`src/rtl/dfa_string_recognizer_assert.svh`:
```
// Assertion macros used by the recognizer top level.
`ifndef DFA_STRING_RECOGNIZER_ASSERT_SVH
`define DFA_STRING_RECOGNIZER_ASSERT_SVH

// Same-cycle implication, checked on the block clock outside reset.
`define DFA_SR_CHECK_NOW(label, ante, cons) \
    label: assert property (@(posedge i_clk) disable iff (!i_rst_n) (ante) |-> (cons)) \
        else $error("dfa_sr: same-cycle check failed");

// Next-cycle implication, checked on the block clock outside reset.
`define DFA_SR_CHECK_NEXT(label, ante, cons) \
    label: assert property (@(posedge i_clk) disable iff (!i_rst_n) (ante) |=> (cons)) \
        else $error("dfa_sr: next-cycle check failed");

`endif

```
`src/rtl/dfa_sr_accept_map.sv`:
```
// Accept-state bit memory with registered read.
module dfa_sr_accept_map #(
    parameter int ADDR_W = 6
) (
    input  logic              i_clk,
    input  logic              i_clr_busy,
    input  logic [ADDR_W-1:0] i_clr_addr,
    input  logic              i_wr_en,
    input  logic [ADDR_W-1:0] i_wr_addr,
    input  logic              i_wr_data,
    input  logic              i_rd_en,
    input  logic [ADDR_W-1:0] i_rd_addr,
    output logic              o_rd_data
);

    localparam int DEPTH = 1 << ADDR_W;

    logic              r_mem [DEPTH];
    logic              r_rd;
    logic              we;
    logic [ADDR_W-1:0] wa;
    logic              wd;

    // Clear sweep takes the write port while it runs
    always_comb begin
        we = i_clr_busy | i_wr_en;
        wa = i_clr_busy ? i_clr_addr : i_wr_addr;
        wd = i_clr_busy ? 1'b0 : i_wr_data;
    end

    always_ff @(posedge i_clk) begin
        if (we) begin
            r_mem[wa] <= wd;
        end
        if (i_rd_en) begin
            r_rd <= r_mem[i_rd_addr];
        end
    end

    assign o_rd_data = r_rd;

endmodule

```
`config.mk`:
```
export PLATFORM = sky130hd
export DESIGN_NAME = dfa_sr_accept_map
export DESIGN_NICKNAME = d
export VERILOG_FILES = /design/src/rtl/dfa_string_recognizer_assert.svh /design/src/rtl/dfa_sr_accept_map.sv
export SDC_FILE = /design/constraint.sdc
export NUM_CORES = 1
export LEC_CHECK = 0
export CAP_MARGIN = 20
export CORE_ASPECT_RATIO = 1.1
export CORE_UTILIZATION = 55
export DETAILED_ROUTE_END_ITERATION = 6
export DONT_BUFFER_PORTS = 1
export HOLD_SLACK_MARGIN = 0.12
export PLACE_DENSITY = 0.77
export SLEW_MARGIN = 20
export SYNTH_ARGS = -nofsm -noshare
export SYNTH_HDL_FRONTEND = slang
export SYNTH_SLANG_ARGS = --single-unit
```
`constraint.sdc`:
```
create_clock -name i_clk -period 4.55 [get_ports i_clk]
set_clock_uncertainty 0.1 [all_clocks]
set_input_delay 0.91 -clock i_clk [delete_from_list [all_inputs] [get_ports i_clk]]
set_output_delay 0.91 -clock i_clk [all_outputs]
set_load 0.005 [all_outputs]
```
==> impl_metrics.tcl, run 1 <==
set metrics [dict create \
    status "finished clean" \
    grt_max_degree 65 \
    worst_pin_slew_ns 0.545 \
    diodes 0 \
    cts_root_buf "clkbuf_8" \
    worstHoldStart "i_rd_en" \
    antenna_found_initial 0 \
    netlist_instances 226 \
    core_sq_mm 0.00536 \
    via_per_inst 5.93 \
    drt_wl_total_um 5700 \
    final_nets 252 \
    whs_path_depth 0 \
    maxSlewViolCount 0 \
    rsz0062_at_grt "false" \
    r2r_cells 4 \
    start_kind "primary input" \
    ys_top_cells_by_count "nor2_1, edfxtp_1, nand2_1, mux4_2, mux4_1" \
    power_density_mw_per_mm2 345 \
    path_max_fanout 13 \
    hold_class "primary input to register" \
    synth_nets 249 \
    criticalPathCategory "primary input to register" \
    synth_edf_count 65 \
    synth.cell_area_sq_mm 0.00305 \
    die_y_um 80.2 \
    fin_util_pct 61.0 \
    cts_buffers 9 \
    fin_crit_sh_pct 50.3 \
    die_area_sq_mm 0.00586 \
    power_mw 1.13 \
    syn_area_per_cell_sq_um 13.5 \
    ir_drop_mv 0.179 \
    arrival_ns 2.29 \
    routabilityCongestion 0.764 \
    initial_core_util_pct 57.0 \
    clockBufferDepth 2 \
    io_buffers 0 \
    p_leak_nw 0.907 \
    grt_pass1_wl_um 8610 \
    rr_startpoint "r_mem[18]" \
    clkSlewWorstSetupHoldPaths_ns 0.07 \
    synthTopCellsByArea "edfxtp_1, nor2_1, mux4_2" \
    yosysUniqueCellTypes 33 \
    dp_cells 293 \
    crit_required_ns 4.55 \
    grt_usage_pct 21.4 \
    synth_top_cell_by_area "edfxtp_1" \
    cp-end-kind "register" \
    drive_above_1_share_pct 10.3 \
    fmax_ghz 0.437 \
    grt_pass1_vias 1691 \
    finalSetupViolCount 0 \
    wl_per_cell_um 18.5 \
    hold_end "o_rd_data" \
    design_area_sq_mm 0.00327 \
    yosys.cell_count.top_type "nor2_1" \
    post_cts_buffers 0 \
    async_flop_share_pct 0 \
    io_pins 24 \
    synth_ff_type "edfxtp_1" \
    hpwl_um 3840 \
    cts_tree "done" \
    slew_headroom_pct 63.3 \
    synth_top_area_share_pct 63.9 \
    ys_ff_latch 65 \
    clk_latency_ns 0.34 \
    first_pass_iters 4 \
    final_hold_viol_count 0 \
    fin_tns_setup_ns 0 \
    yosysSeqAreaShare_pct 63.9 \
    r2r_setup_slack_ns 2.47 \
    instances_no_fill 309 \
    cts_hold_buf 0 \
    grt_overflow_total 0 \
    fp.dieW_um 73.1 \
    numClockSinks 65 \
    cts_resized 0 \
    area_growth_pct 7.01 \
    r2r-end "o_rd_data" \
    yosysWarnings 0 \
    std_cell_rows 28 \
    cap_violations 0 \
    ant_nets 0 \
    cts_max_level 3 \
    initialDrtViolationCount 116 \
    min_period_ns 2.29 \
    num_vias 1833 \
    drc 0 \
    placed_area_sq_mm 0.00312 \
]
## layout make-up
class | instances | area [sq um]
fill | 395 | 2090
sequential | 65 | 1950
clock buffer | 10 | 128
tap | 75 | 93.8
timing repair buffer | 1 | 7.51
multi-input combinational | 149 | 1050
inverter | 3 | 11.3
clock inverter | 6 | 25.0
## metrics by stage
stage / worst slack (ns) / hold WS, ns
after floorplan: 1.02 / 0.759
after global placement: 1.91 / 0.816
after detailed placement: 1.89 / 0.830
after CTS: 2.25 / 0.571
after global routing: 2.21 / 0.569
final: 2.26 / 0.577
## worst max-delay path by stage
stage,startpoint,endpoint,slack (ns),depth (start not counted)
2_1_floorplan,i_clr_busy,r_mem[0],1.02,3
4_1_cts,i_rd_addr[1],o_rd_data,2.25,4
6_report,i_rd_addr[1],o_rd_data,2.26,4
5_1_grt,i_rd_addr[1],o_rd_data,2.21,4
3_3_place_gp,i_rd_addr[1],o_rd_data,1.91,4
3_5_place_dp,i_rd_addr[1],o_rd_data,1.89,4
## critical path, cell delays in order
cell,delay (ns)
mux4_1,0.52
mux4_2,0.45
or2_0,0.21
a32o_1,0.20
## layer usage
metal	GRT usage [%]	vias up	share of wire, %
met4	7.06	0	1.5
met2	34.1	64	51
met5	0	-	0
li1	-	860	-
met1	28.5	902	40
met3	6.02	7	7.7
## cell usage in the layout (no fill, tap or decap), types with 2 or more instances in the layout
master / netlist / routed
nand2b_1: 4 / 4
clkbuf_8: 0 / 9
o32ai_1: 2 / 2
mux4_2: 10 / 10
nand3_1: 5 / 5
nor2b_1: 5 / 4
a22oi_1: 3 / 3
mux4_1: 7 / 7
o22ai_1: 2 / 2
clkinv_1: 0 / 4
edfxtp_1: 65 / 65
a32o_1: 3 / 3
a21oi_1: 2 / 2
nand2_1: 22 / 22
nor2_1: 68 / 68
inv_1: 3 / 3
clkinv_2: 0 / 2
nand3b_1: 2 / 2
## kinds of logic after synthesis
family / count (synthesis) / share of synthesized area, %
buffers and inverters: 12 / 1.76
AO/OA/AOI/OAI: 20 / 5.16
multiplexers: 19 / 14.1
flip-flops: 65 / 63.9
AND/OR/NAND/NOR: 110 / 15.1
## sequential cells by signal, summed over array words and instances (netlist names)
register / cells
o_rd_data: 1
r_mem: 64
## report_power, final
group          total (mW)  internal, mW  switching [mW]
logic              0.0733        0.0305          0.0427
registers           0.668         0.666         0.00170
clock network       0.388         0.188           0.200
total                1.13         0.885           0.244
No activity file was read; power rests on OpenSTA's default activity.
==> run 2, diff against run 1 <==
PLACE_DENSITY = 0.8   (was 0.77)
clock period = 2 ns   (was 4.55 ns; I/O delays follow)
==> run 2 against run 1 <==
Effect of this change:
- critical path depth is the same
- flip-flop and latch count is the same
- global-route usage up 0.88 points
- die area stayed put
- the flow now finishes with violations (setup timing)
- utilization is 0.91 points higher
- first-iteration DRC count up 3.4%
- clock power rose to 2.7 times the previous value
==> impl_metrics.tcl, run 2 (synthesis gave the netlist of run 1 again) <==
set metrics [dict create \
    grt_usage_pct 22.3 \
    fmax_ghz 0.481 \
    path_max_fanout 1 \
    maxSlewViolCount 0 \
    clkSlewWorstSetupHoldPaths_ns 0.07 \
    via_per_inst 5.97 \
    std_cell_rows 28 \
    hold_class "primary input to register" \
    r2r_setup_slack_ns -0.08 \
    criticalPathCategory "register to register" \
    crit_chain "mux4_2 -> mux4_2 -> or2_0 -> a32o_1" \
    power_mw 2.74 \
    critPathSlowestCell "mux4_2" \
    start_kind "register" \
    final_common_cell "nor2_1" \
    whs_path_depth 1 \
    initial_core_util_pct 57.0 \
    drive_above_1_share_pct 12.7 \
    power_density_mw_per_mm2 825 \
    clockBufferDepth 2 \
    area_growth_pct 8.60 \
    wl_per_cell_um 18.8 \
    antenna_found_initial 0 \
    cts_buffers 9 \
    post_cts_buffers 0 \
    rr_startpoint "r_mem[7]" \
    core_sq_mm 0.00536 \
    cts_tree "done" \
    setup_ws_ns -0.0786 \
    clk_latency_ns 0.34 \
    num_vias 1856 \
    worstHoldStart "i_rd_addr[5]" \
    layout_common_cells "nor2_1, edfxtp_1, nand2_1" \
    finalSetupViolCount 1 \
    r2r_cells 4 \
    hpwl_um 3870 \
    die_area_sq_mm 0.00586 \
    numClockSinks 65 \
    cts_max_level 3 \
    cap_violations 0 \
    hold_end "o_rd_data" \
    ir_drop_mv 0.530 \
    grt_pass1_wl_um 8890 \
    diodes 0 \
    dp_cells 294 \
    routabilityCongestion 0.739 \
    cpMostUsedCell "mux4_2" \
    fin_crit_sh_pct 104 \
    status "finished, violations left" \
    pre_cts_slack_ns -0.207 \
    drt_wl_total_um 5850 \
    grt_pass1_vias 1812 \
    fp.dieW_um 73.1 \
    initialDrtViolationCount 120 \
    final_hold_viol_count 0 \
    grt_max_degree 65 \
    final_nets 254 \
    slowest_delay_ns 0.49 \
    cts_root_buf "clkbuf_8" \
    min_period_ns 2.08 \
    io_pins 24 \
    p_leak_nw 0.925 \
    slew_headroom_pct 65.2 \
    crit_required_ns 2.00 \
    grt_overflow_total 0 \
    cp-end-kind "register" \
    first_pass_iters 4 \
    arrival_ns 2.08 \
    largest_register_ffs 64 \
    violations "setup timing" \
    worst_pin_slew_ns 0.523 \
    rsz0062_at_grt "true" \
    instances_no_fill 311 \
    io_buffers 0 \
    r2r-end "o_rd_data" \
    drc 0 \
    die_y_um 80.2 \
    hold-worst-slack_ns 0.194 \
    ant_nets 0 \
    regMostFlops "r_mem" \
]
[run 2: final cells by class]
cell class	instances	area, sq um
well taps	75	93.8
clock buffers	10	128
fillers	384	2040
repair buffers	3	25.0
multi-input cells	149	1050
inverters	3	11.3
clock inverters	6	58.8
flip-flops and latches	65	1950
[run 2: layer usage]
layer | share of wire (%) | GRT usage, %
met1 | 38 | 25.6
met3 | 9.0 | 7.15
met4 | 3.6 | 14.1
met2 | 49 | 35.9
met5 | 0 | 0
[run 2: how the worst max path moves through the flow]
stage | from | endpoint | slack [ns] | cells past startpoint
final | r_mem[7] | o_rd_data | -0.08 | 4
after global routing | r_mem[7] | o_rd_data | -0.14 | 4
after CTS | r_mem[7] | o_rd_data | -0.1 | 4
after detailed placement | i_rd_addr[1] | o_rd_data | -0.21 | 4
after global placement | i_rd_addr[1] | o_rd_data | -0.14 | 4
after floorplan | i_rd_addr[1] | o_rd_data | -0.17 | 5
[run 2: worst max-delay path: cells and delay by family, from the launching register on]
family | cells | cell delay [ns]
muxes | 2 | 0.96
DFF | 1 | 0.37
and+or+nand+nor | 1 | 0.21
AOI/OAI and AO/OA | 1 | 0.20
[run 2: power breakdown]
part,total [mW],leakage (nW),switching [mW],internal (mW)
logic,0.173,0.322,0.0988,0.0738
registers,1.52,0.513,0.00402,1.52
clock network,1.04,0.0897,0.478,0.566
[run 2: through the flow]
step	cell area (sq um)	TNS, ns	util (%)
floorplan	3060	-0.175	-
global placement	3130	-0.140	58.4
detailed placement	3130	-0.207	58.4
CTS	3320	-0.0965	61.9
global route	3320	-0.141	61.9
finish	3320	-0.0786	61.9
[run 2: timing repair]
| action | 4_1_cts | 5_1_grt |
|---|---|---|
| pin swaps | 0 | 0 |
| endpoints found under the setup margin | 1 | 1 |
| hold buffers | 1 | 0 |
| cloned | 0 | 0 |
| resized for setup | 2 | 0 |
| endpoints found under the hold margin | 1 | 0 |
