## config.mk

```make
export PLATFORM = sky130hd
export DESIGN_NAME = dfa_sr_clear
export DESIGN_NICKNAME = d
export VERILOG_FILES = /design/src/rtl/dfa_string_recognizer_assert.svh /design/src/rtl/dfa_sr_clear.sv
export SDC_FILE = /design/constraint.sdc
export NUM_CORES = 1
export LEC_CHECK = 0
export BUFFER_PORTS_ARGS = -buffer_cell sky130_fd_sc_hd__buf_2
export CAP_MARGIN = 25
export CORE_MARGIN = 1.5
export CORE_UTILIZATION = 40
export CTS_CLUSTER_DIAMETER = 30
export DETAILED_ROUTE_END_ITERATION = 10
export PLACE_DENSITY = 0.64
export SYNTH_ARGS = -nofsm -noshare
export SYNTH_HDL_FRONTEND = slang
export SYNTH_SLANG_ARGS = --single-unit
```

## constraint.sdc

```tcl
create_clock -name i_clk -period 3.5 [get_ports i_clk]
set_clock_uncertainty 0.15 [all_clocks]
set_input_delay 0.35 -clock i_clk [delete_from_list [all_inputs] [get_ports i_clk]]
set_output_delay 0.35 -clock i_clk [all_outputs]
set_load 0.02 [all_outputs]
```

## src/rtl/dfa_string_recognizer_assert.svh

```systemverilog
// Assertion macros used by the recognizer top level.
`ifndef DFA_STRING_RECOGNIZER_ASSERT_SVH
`define DFA_STRING_RECOGNIZER_ASSERT_SVH

// Same-cycle implication, checked on the block clock outside reset.
`define DFA_SR_CHECK_NOW(label, ante, cons) \
    label: assert property (@(posedge i_clk) disable iff (!i_rst_n) (ante) |-> (cons)) \
        else $error("dfa_sr: same-cycle check failed");

// Next-cycle implication, checked on the block clock outside reset.
`define DFA_SR_CHECK_NEXT(label, ante, cons) \
    label: assert property (@(posedge i_clk) disable iff (!i_rst_n) (ante) |=> (cons)) \
        else $error("dfa_sr: next-cycle check failed");

`endif

```

## src/rtl/dfa_sr_clear.sv

```systemverilog
// Post-reset sweep counter that walks every table address once.
module dfa_sr_clear #(
    parameter int ADDR_W = 14
) (
    input  logic              i_clk,
    input  logic              i_rst_n,
    output logic              o_busy,
    output logic [ADDR_W-1:0] o_addr
);

    logic              r_busy;
    logic [ADDR_W-1:0] r_idx;

    // Advance one entry a cycle, stop after the last address
    always_ff @(posedge i_clk) begin
        if (!i_rst_n) begin
            r_busy <= 1'b1;
            r_idx  <= '0;
        end else if (r_busy) begin
            r_idx <= r_idx + ADDR_W'(1);
            if (r_idx == {ADDR_W{1'b1}}) begin
                r_busy <= 1'b0;
            end
        end
    end

    assign o_busy = r_busy;
    assign o_addr = r_idx;

endmodule

```

==> impl_metrics.env, run 1 <==
export IMPL_status="completed"
export IMPL_drtAntennaViolNets=0
export IMPL_cts_sinks=15
export IMPL_grt_max_degree=13
export IMPL_ys_types=20
export IMPL_port_buffers=16
export IMPL_highest_layer="met4"
export IMPL_finalPower_uw=298
export IMPL_drc=0
export IMPL_firstDrtPassIters=4
export IMPL_drv_cap=0
export IMPL_syn_area_per_cell_sq_um=9.03
export IMPL_max_freq_ghz=0.606
export IMPL_place_area_sq_um=831
export IMPL_core_area_sq_um=1730
export IMPL_cts_tree="done"
export IMPL_fp_dieArea_sq_um=2120
export IMPL_tightest_slew_ns=0.436
export IMPL_crit_required_ns=3.57
export IMPL_p_per_area_nw_per_um2=348
export IMPL_dp_cells=120
export IMPL_wl_met1_microns=732
export IMPL_synth_nets=85
export IMPL_ctsRootBufferMaster="clkbuf_4"
export IMPL_synth_most_common_cell="dfxtp_1"
export IMPL_ir_drop_mv=0.185
export IMPL_initial_core_util_pct=42.9
export IMPL_dr_wl_met2_microns=701
export IMPL_finalInstanceArea_sq_um=857
export IMPL_min_period_ns=1.65
export IMPL_cts_buffers=3
export IMPL_rsz0062_at_grt="false"
export IMPL_endpoint_kind="flop"
export IMPL_clk_path_buf_depth=2
export IMPL_grt_ovfl_total=0
export IMPL_synth_flop_cell="dfxtp_1"
export IMPL_drive_gt1_share_pct=26.3
export IMPL_synth_edf_count=0
export IMPL_rows=15
export IMPL_synth_warnings=0
export IMPL_postCtsHoldBufs=0
export IMPL_finalCritPeriodShare_pct=47.1
export IMPL_grt_total_usage_pct=15.9
export IMPL_syn_cell_area_sq_um=741
export IMPL_antenna_found_initial=0
export IMPL_yosys_top_cells_count="dfxtp_1, nand2_1, mux2i_1"
export IMPL_vias_per_cell=5.20
export IMPL_syn_instance_count=82
export IMPL_critPathMaxFanout=12
export IMPL_maxSlewHeadroom_pct=70.9
export IMPL_wire_per_inst_microns=12.5
export IMPL_hold_viol=0
export IMPL_path_class="reg2reg"
export IMPL_wl_microns=1550
export IMPL_ios=17
export IMPL_hold_path_class="in2reg"
export IMPL_drv_slew=0
export IMPL_setup_viol=0
export IMPL_crit_path_start_kind="flop"
export IMPL_syn_to_final_growth_pct=15.7
export IMPL_grt_pass1_wl_microns=2300
export IMPL_p_leak_nw=0.331
export IMPL_cts_repair_resized=0
export IMPL_cts_max_level=1
export IMPL_insertion_delay_ns=0.28
export IMPL_route_met3_wl_microns=93
export IMPL_fillers=175
export IMPL_nets=103
export IMPL_synth_top_cell_area_share_pct=40.5
export IMPL_cts_clk_slew_worst_paths_ns=0.09
export IMPL_first_iter_violations=14
export IMPL_synth_seq_area_share_pct=40.5
export IMPL_place_ws_ns=1.87
export IMPL_die_w_microns=46.0
export IMPL_setup_tns_ns=0
export IMPL_ys_seq_elements=15
export IMPL_gp_congestion=0.733
export IMPL_layout_setup_ws_ns=1.85
export IMPL_synth_area_leaders="dfxtp_1, nor4_2, mux2i_1, nand2_1, xor2_1"
export IMPL_die_h_microns=46.0
export IMPL_dpl_hpwl_microns=1060
export IMPL_vias=645
export IMPL_grt_pass1_vias=523
export IMPL_synth_largest_area_cell="dfxtp_1"
export IMPL_critPathArrivalTime_ns=1.72
export IMPL_ys_async_sr_fraction_pct=0
export IMPL_num_antenna_cells=0
export IMPL_post_cts_buffers=0
export IMPL_layout_cells_non_filler=124
==> critical path, stage by stage, from the launching register on <==
cell	delay (ns)
dfxtp_1	0.46
nand4_2	0.34
nor4_2	0.42
mux2i_1	0.21
==> area by class of cell <==
cell class | instances | area [sq um] | share of cell area, %
clock buffers | 4 | 26.3 | 3.07
flip-flops and latches | 15 | 300 | 35.0
repair buffers | 16 | 80.1 | 9.34
inverters | 3 | 11.3 | 1.31
well taps | 25 | 31.3 | 3.65
multi-input cells | 61 | 408 | 47.6
==> sequential cells by signal, summed over array words and instances, names as in the netlist <==
signal and cells:
o_busy 1, o_addr 14
==> layer usage <==
layer | GRT usage [%] | vias to the layer above
li1 | - | 324
met1 | 19.4 | 296
met2 | 23.1 | 23
met3 | 7.54 | 2
met4 | 8.00 | 0
met5 | 0 | -
==> kinds of logic (layout without fill, tap and decap cells) <==
logic type / Yosys count / after routing / share of synthesized area [%]
compound gates: 9 / 9 / 6.59
buf+inv: 6 / 23 / 4.39
simple gates: 41 / 41 / 33.9
flops: 15 / 15 / 40.5
xor+xnor: 4 / 4 / 4.73
fa+ha+maj: 1 / 1 / 1.69
mux: 6 / 6 / 8.11
==> cells in the final DEF (no fill, tap or decap) <==
cell type,n
a21oi_1,4
o21ai_0,4
nand2b_1,4
xnor2_1,1
xor2_1,3
nand3_1,5
nand4_2,2
o41ai_1,1
clkbuf_1,1
nor4_2,5
clkinv_1,1
nand2_1,12
inv_1,2
dfxtp_1,15
buf_2,16
nand4_1,4
ha_1,1
or3_1,4
mux2i_1,6
clkbuf_4,3
nor2_1,5
==> per-stage QoR <==
stage / util, % / hold slack (ns)
2_1_floorplan: - / 0.356
5_1_grt: 49.6 / 0.176
6_report: 49.6 / 0.188
4_1_cts: 49.6 / 0.177
3_3_place_gp: 48.1 / 0.316
3_5_place_dp: 48.1 / 0.332
==> report_power, final <==
part           total, mW  internal [mW]  switching, mW
Clock             0.0997         0.0443         0.0554
Combinational     0.0197        0.00679         0.0129
Sequential         0.179          0.173        0.00562
==> worst paths after layout <==
check	startpoint	end	slack, ns	cells after the start
setup / recovery	o_addr[2]	o_addr[12]	1.85	3
hold / removal	i_rst_n	o_busy	0.19	2
setup reg to reg	o_addr[2]	o_addr[12]	1.85	3
hold reg to reg	o_addr[13]	o_addr[13]	0.35	2
Note: power is estimated with default switching activity, not from simulation.
==> run 2, diff against run 1 <==
--- a/config.mk
+++ b/config.mk
@@ -11,7 +11,7 @@
 export CORE_UTILIZATION = 40
 export CTS_CLUSTER_DIAMETER = 30
 export DETAILED_ROUTE_END_ITERATION = 10
-export PLACE_DENSITY = 0.64
+export PLACE_DENSITY = 0.67
 export SYNTH_ARGS = -nofsm -noshare
 export SYNTH_HDL_FRONTEND = slang
 export SYNTH_SLANG_ARGS = --single-unit
==> constraint.sdc (replaced) <==
create_clock -name i_clk -period 1.49 [get_ports i_clk]
set_clock_uncertainty 0.15 [all_clocks]
set_input_delay 0.149 -clock i_clk [delete_from_list [all_inputs] [get_ports i_clk]]
set_output_delay 0.149 -clock i_clk [all_outputs]
set_load 0.02 [all_outputs]
==> run 2 against run 1 <==
  * Clock-buffer cell count did not move
  * Core utilization grew 5.6 points
  * Worst hold slack improved by 0.15 ns
  * Fmax rose by 18%
  * Die area did not move
  * Highest routed layer unchanged
==> impl_metrics.env, run 2 (same netlist as run 1, synthesis figures left out) <==
export IMPL_setup_viol=0
export IMPL_hold_end="o_addr[13]"
export IMPL_endpoint_kind="flop"
export IMPL_hold_viol=0
export IMPL_tightest_slew_ns=0.284
export IMPL_wire_per_inst_microns=11.5
export IMPL_drive_gt1_share_pct=40.9
export IMPL_path_class="reg2reg"
export IMPL_ios=17
export IMPL_die_h_microns=46.0
export IMPL_cts_clk_slew_worst_paths_ns=0.09
export IMPL_nets=114
export IMPL_grt_max_degree=13
export IMPL_ctsRootBufferMaster="clkbuf_4"
export IMPL_syn_to_final_growth_pct=28.7
export IMPL_drv_slew=0
export IMPL_antenna_found_initial=0
export IMPL_grt_total_usage_pct=17.0
export IMPL_min_period_ns=1.40
export IMPL_final_common_cell="buf_2"
export IMPL_firstDrtPassIters=4
export IMPL_cts_sinks=15
export IMPL_timing_rr_start="o_addr[5]"
export IMPL_critPathArrivalTime_ns=1.46
export IMPL_most_common_layout_cells="buf_2, nand2_1, buf_4"
export IMPL_worst_path_max_delay_cell="dfxtp_2"
export IMPL_clk_path_buf_depth=2
export IMPL_drv_cap=0
export IMPL_rsz0062_at_grt="false"
export IMPL_drtAntennaViolNets=0
export IMPL_cp_cell_sequence="nand4_2 > buf_4 > nor4_2 > mux2i_1"
export IMPL_p_leak_nw=0.385
export IMPL_cts_max_level=1
export IMPL_vias=669
export IMPL_finalCritPeriodShare_pct=94.1
export IMPL_initial_core_util_pct=42.9
export IMPL_grt_pass1_vias=611
export IMPL_crit_path_start_kind="flop"
export IMPL_grt_ovfl_total=0
export IMPL_core_area_sq_um=1730
export IMPL_hold_path_class="reg2reg"
export IMPL_p_per_area_nw_per_um2=746
export IMPL_cts_buffers=3
export IMPL_regToRegSetupSlack_ns=0.09
export IMPL_post_cts_buffers=0
export IMPL_ir_drop_mv=0.361
export IMPL_wl_microns=1550
export IMPL_first_iter_violations=6
export IMPL_cts_tree="done"
export IMPL_status="completed"
export IMPL_fp_dieArea_sq_um=2120
export IMPL_dpl_hpwl_microns=1160
export IMPL_critPathMaxFanout=5
export IMPL_gp_congestion=0.772
export IMPL_maxSlewHeadroom_pct=80.9
export IMPL_timing_hold_ws_ns=0.337
export IMPL_num_antenna_cells=0
export IMPL_hold_path_startpoint="o_addr[13]"
export IMPL_setup_tns_ns=0
export IMPL_critPathMaxStageDelay_ns=0.36
export IMPL_vias_per_cell=4.96
export IMPL_hold_depth=2
export IMPL_port_buffers=16
export IMPL_max_freq_ghz=0.713
export IMPL_r2r_end="o_addr[13]"
export IMPL_die_w_microns=46.0
export IMPL_worstRegToRegCells=4
export IMPL_insertion_delay_ns=0.27
export IMPL_rows=15
export IMPL_grt_pass1_wl_microns=2600
export IMPL_dp_cells=130
export IMPL_drc=0
export IMPL_setup_worst_path_start="o_addr[5]"
export IMPL_crit_required_ns=1.55
export IMPL_layout_cells_non_filler=135
export IMPL_largest_reg_flops=14
run 2: cell count changes in the layout (fill, tap and decap cells not counted):
| cell | before | now |
|---|---|---|
| buf_4 | 0 | 10 |
| dfxtp_2 | 0 | 9 |
| dlygate4sd3_1 | 0 | 1 |
| dfxtp_1 | 15 | 6 |
run 2: report_power, final:
part / switching [mW] / internal, mW
clock network: 0.126 / 0.104
registers: 0.00392 / 0.409
logic: 0.0414 / 0.0277
run 2: per-stage QoR:
| step | worst slack (ns) | cell area, sq um | utilization [%] | power (mW) |
|---|---|---|---|---|
| floorplan | 0.0241 | 747 | - | 0.463 |
| detailed placement | 0.0657 | 912 | 52.8 | 0.490 |
| global route | 0.00605 | 953 | 55.2 | 0.745 |
| finish | 0.0881 | 953 | 55.2 | 0.711 |
| CTS | 0.0427 | 948 | 54.9 | 0.724 |
| global placement | 0.0776 | 912 | 52.8 | 0.488 |
run 2: how the worst max path moves through the flow:
stage,to,slack (ns)
after global placement,o_addr[13],0.08
after floorplan,o_addr[6],0.02
after global routing,o_addr[10],0.006
after CTS,o_addr[13],0.04
final,o_addr[13],0.09
after detailed placement,o_addr[13],0.07
run 2: final cells by class:
type                       instances  area, sq um
tap                               25         31.3
fill                             170          773
multi-input combinational         61          408
timing repair buffer              27          165
sequential                        15          312
inverter                           3         11.3
clock buffer                       4         26.3
run 2: metal layers:
layer	vias up	routed length (microns)	part of all wire (%)	GRT usage, %
met3	2	42	2.7	4.76
met1	311	783	50	22.6
met5	-	0	0	0
li1	347	-	-	-
met4	0	15	0.97	7.43
met2	9	712	46	25.6
run 2: repair_timing:
item	4_1_cts	5_1_grt
hold buffers	1	0
gates resized for setup	0	4
endpoints found under the hold margin	1	0
setup endpoints to repair	0	6
run 2: critical path, delay by kind of cell (launching register included):
kind	cells	cell delay [ns]
and+or+nand+nor	2	0.45
DFF	1	0.36
muxes	1	0.20
buffers and inverters	1	0.17
